## config.mk

```make
export PLATFORM = sky130hd
export DESIGN_NAME = tsb_div
export DESIGN_NICKNAME = d
export VERILOG_FILES = /design/src/rtl/tsb_div.sv
export SDC_FILE = /design/constraint.sdc
export NUM_CORES = 2
export LEC_CHECK = 0
export BUFFER_PORTS_ARGS = -buffer_cell sky130_fd_sc_hd__buf_2
export CAP_MARGIN = 20
export CORE_ASPECT_RATIO = 1.2
export CORE_MARGIN = 4
export CORE_UTILIZATION = 30
export CTS_BUF_LIST = sky130_fd_sc_hd__clkbuf_16
export CTS_CLUSTER_DIAMETER = 50
export DETAILED_ROUTE_END_ITERATION = 10
export PLACE_DENSITY = 0.42
export RECOVER_POWER = 50
export SLEW_MARGIN = 20
export SYNTH_ARGS = -nofsm -noshare
export SYNTH_HDL_FRONTEND = slang
export SYNTH_SLANG_ARGS = --single-unit
```

## constraint.sdc

```tcl
create_clock -name i_clk -period 3.86 [get_ports i_clk]
set_input_delay 0.772 -clock i_clk [delete_from_list [all_inputs] [get_ports i_clk]]
set_output_delay 0.772 -clock i_clk [all_outputs]
set_load 0.05 [all_outputs]
```

## src/rtl/tsb_div.sv

```systemverilog
// ----------------------------------------------------------------------------
// tsb_div: pipelined restoring divider
// Unsigned floor(num / den), one quotient bit per stage, with an overflow
// flag set when the quotient does not fit in QUO_W bits. An entry stage runs the overflow check.
// ----------------------------------------------------------------------------
module tsb_div #(
    parameter int NUM_W = 40,
    parameter int DEN_W = 20,
    parameter int QUO_W = 16
) (
    input  logic             i_clk,
    input  logic             i_en,
    input  logic [NUM_W-1:0] i_num,
    input  logic [DEN_W-1:0] i_den,
    output logic [QUO_W-1:0] o_quo,
    output logic             o_cap
);

    localparam int CW = ((NUM_W > DEN_W + QUO_W) ? NUM_W : DEN_W + QUO_W) + 1;

    logic [CW-1:0]    r_rem [QUO_W+1];
    logic [DEN_W-1:0] r_den [QUO_W+1];
    logic [QUO_W-1:0] r_quo [QUO_W+1];
    logic             r_cap [QUO_W+1];

    // entry stage: overflow check against den shifted past the top bit
    always_ff @(posedge i_clk) begin
        if (i_en) begin
            r_rem[0] <= CW'(i_num);
            r_den[0] <= i_den;
            r_quo[0] <= '0;
            r_cap[0] <= (CW'(i_num) >= (CW'(i_den) << QUO_W));
        end
    end

    // one quotient bit per stage, msb first
    for (genvar s = 1; s <= QUO_W; s++) begin : g_step
        localparam int BIT = QUO_W - s;
        logic [CW-1:0] w_trial;
        logic          w_take;

        assign w_trial = CW'(r_den[s-1]) << BIT;
        assign w_take  = (r_rem[s-1] >= w_trial);

        always_ff @(posedge i_clk) begin
            if (i_en) begin
                r_rem[s] <= w_take ? (r_rem[s-1] - w_trial) : r_rem[s-1];
                r_quo[s] <= r_quo[s-1] | (QUO_W'(w_take) << BIT);
                r_den[s] <= r_den[s-1];
                r_cap[s] <= r_cap[s-1];
            end
        end
    end

    assign o_quo = r_quo[QUO_W];
    assign o_cap = r_cap[QUO_W];

endmodule

```

==> impl_metrics.yaml <==
synth:
  synthFlopType: "edfxtp_1"
  ys_async_sr_fraction_pct: 0
  yosys.area.top_type_share_pct: 58.3
  seq_area_frac_synth_pct: 58.3
  ys_types: 87
  syn-num-nets: 5300
  yosysTopAreaCell: "edfxtp_1"
  synth_commonest_cells: "1128 x edfxtp_1, 427 x inv_1, 342 x nand2_1"
  synth_cells: 4883
  synth-seq-cells: 1128
  yosysWarnings: 0
  synth_edf_count: 1128
  netlist_area_sq_um: 58100
  synth_area_per_cell_sq_um: 11.9
  synth.most_common_cell: "edfxtp_1"
  yosys-top-cells-area: "edfxtp_1 58%, ha_1 7.3%, xnor2_1 3.3%, xor2_1 3.1%, a21oi_1 2.8%"
critical_path:
  reg2reg_setup_slack_ns: 0.18
  r2r-start: "r_rem[0][424]"
  start_kind: "flip-flop"
  cp.arrival_ns: 4.18
  path_max_fanout: 7
  cp_top_family: "simple AND/OR/NAND/NOR gates"
  crit_path_frequent_cell: "nor4_1"
  crit_cells: 10
  ff2ff_path_depth: 10
  critical_path.endpoint: "r_rem[0][488]"
  worst-path-buf-inv: 1
  path_cells: "ha_1 -> nand4b_1 -> nor4_1 -> nand3_1 -> nor4_1 -> buf_4 -> nor4_4 -> or3_1 -> nor4_1 -> xor2_1"
  startpoint: "r_rem[0][424]"
  crit_slowest_cell: "nor4_1"
  r2r_end: "r_rem[0][488]"
  max_stage_delay_ns: 0.60
  end_kind: "flip-flop"
  cp.required_ns: 4.35
  crit_type: "reg -> reg"
cells_and_area:
  diodes: 0
  fin_nets: 5672
  drive_gt1_share_pct: 12.2
  area_growth_pct: 18.4
  final_util_pct: 35.8
  fin_area_sq_um: 68800
route:
  dr.pass1.iters: 6
  via_count: 37300
  drtIter0Drc: 1678
  wl_per_cell_microns: 17.2
  postRouteAntennaNets: 0
  routed_via_density: 4.68
  drc: 0
  routed_wl_microns: 137000
die:
  die_area_sq_um: 201000
  floorplan.rows: 176
  die_h_microns: 490
  ioPinCount: 79
  die_w_microns: 410
  initial_core_util_pct: 30.2
  coreArea_sq_um: 192000
global_route:
  grt_overflow_total: 0
  grt_pass1_vias: 40200
  grt.total_usage_pct: 13.6
  antenna_found_initial: 2
  grt_pass1_wl_microns: 214000
  grt_max_degree: 113
status:
  outcome: "finished, violations left"
  violations: "max-capacitance violations, max-slew violations"
pwr:
  power.density_nw_per_um2: 701
  swShare_pct: 32.4
  clockPowerShare_pct: 30.7
  leakage_uw: 0.0262
  internal_power_uw: 32600
  seqPwrFrac_pct: 37.5
  power.switching_uw: 15600
  vdd_drop_max_mv: 0.506
  combPwrFrac_pct: 31.7
timing:
  skew_ns: 0.0391
  drv_slew: 37
  maxSlewHeadroom_pct: -73.7
  finalSetupViolations: 0
  max_freq_mhz: 271
  rsz0062_at_grt: "no"
  finalHoldViolCount: 0
  tightest_slew_ns: 2.61
  fin_crit_sh_pct: 95.4
  min_period_ns: 3.68
cts:
  cts_buffers: 163
  clkSlewWorstSetupHoldPaths_ns: 0.05
  clock_latency_ns: 0.77
  cts.path.max_buffers: 3
  cts-root-buf: "clkbuf_16"
  cts_tree: "built"
  clock-sinks: 1128
  cts.htree.levels: 4
  postCtsHoldBufs: 0
placed_design:
  port_buffers: 78
  placed_cell_area_sq_um: 63400
  gp_congestion: 0.866
  dp_hpwl_microns: 107000
min_path:
  hp-class: "in -> reg"
job:
  drv_cap: 1
what timing repair did:
item	in CTS	in global routing
buffers inserted	2	0
endpoints found under the setup margin	36	6
gates resized for setup	3	4
cell families after synthesis:
logic type,after synthesis,synth area share (%)
buffers and inverters,537,3.62
and+or+nand+nor,1280,11.1
muxes,59,1.14
xor gates and xnor gates,424,6.39
AOI/OAI and AO/OA,1100,11.7
DFF,1128,58.3
adders and majority gates,355,7.83
cell usage in the layout, fill, tap and decap left out, types with 54 or more instances in the layout:
cell type / count
edfxtp_1: 1128
inv_1: 446
nand2_1: 342
ha_1: 340
a21oi_1: 328
o21ai_0: 308
nor2_1: 304
xnor2_1: 216
xor2_1: 208
buf_4: 202
clkbuf_16: 167
a21o_1: 130
nor3_1: 102
nand3_1: 88
nor4_1: 72
nand4_1: 58
o21a_1: 57
mux2_2: 54
metrics by stage:
| stage | std cells | TNS (ns) | setup WS [ns] | hold slack, ns | total power, uW |
|---|---|---|---|---|---|
| floorplan | 4883 | 0 | 0.721 | 0.400 | 28500 |
| CTS | 7970 | 0 | 0.0581 | 0.0962 | 49000 |
| global route | 7970 | 0 | 0.0259 | 0.126 | 51300 |
| global placement | 7669 | -12.39 | -0.417 | 0.400 | 33600 |
| finish | 7970 | 0 | 0.176 | 0.203 | 48200 |
| detailed placement | 7669 | -12.67 | -0.463 | 0.405 | 33700 |
flip-flops by register name (all words and copies together), names as in the netlist:
signal,count
r_rem,655
r_den,320
r_quo,136
r_cap,17
per-layer routing:
layer | wire (microns) | vias up | global-route usage (%)
met3 | 3710 | 423 | 2.05
met1 | 43200 | 17400 | 10.9
met5 | 0 | - | 0
met4 | 12100 | 0 | 10.9
met2 | 78400 | 624 | 28.0
li1 | - | 18800 | -
how the worst min path moves through the flow:
| stage | slack [ns] | end | startpoint | depth (start not counted) |
|---|---|---|---|---|
| 2_1_floorplan | 0.40 | r_cap[10] | r_cap[9] | 0 |
| 3_3_place_gp | 0.40 | r_quo[0][175] | r_quo[0][159] | 0 |
| 3_5_place_dp | 0.40 | r_cap[9] | r_cap[8] | 0 |
| 4_1_cts | 0.1 | r_rem[0][37] | i_num[37] | 1 |
| 5_1_grt | 0.13 | r_rem[0][36] | i_num[36] | 1 |
| 6_report | 0.20 | r_den[0][9] | i_den[9] | 1 |
final cells by class:
class	count	area [sq um]
Inverter	429	1610
Timing Repair Buffer	315	2290
Clock buffer	167	4180
Tap cell	2581	3230
Multi-Input combinational cell	3218	22300
Clock inverter	132	1320
Fill cell	18700	123000
Sequential cell	1128	33900
power groups by stage:
| stage | registers (uW) | logic [uW] | clock network [uW] |
|---|---|---|---|
| 2_1_floorplan | 17800 | 10700 | 0 |
| 3_3_place_gp | 18300 | 15300 | 0 |
| 3_5_place_dp | 18300 | 15400 | 0 |
| 4_1_cts | 18100 | 15500 | 15400 |
| 5_1_grt | 18400 | 17000 | 15900 |
| 6_report | 18100 | 15300 | 14800 |
Note: power is estimated with default switching activity, not from simulation.
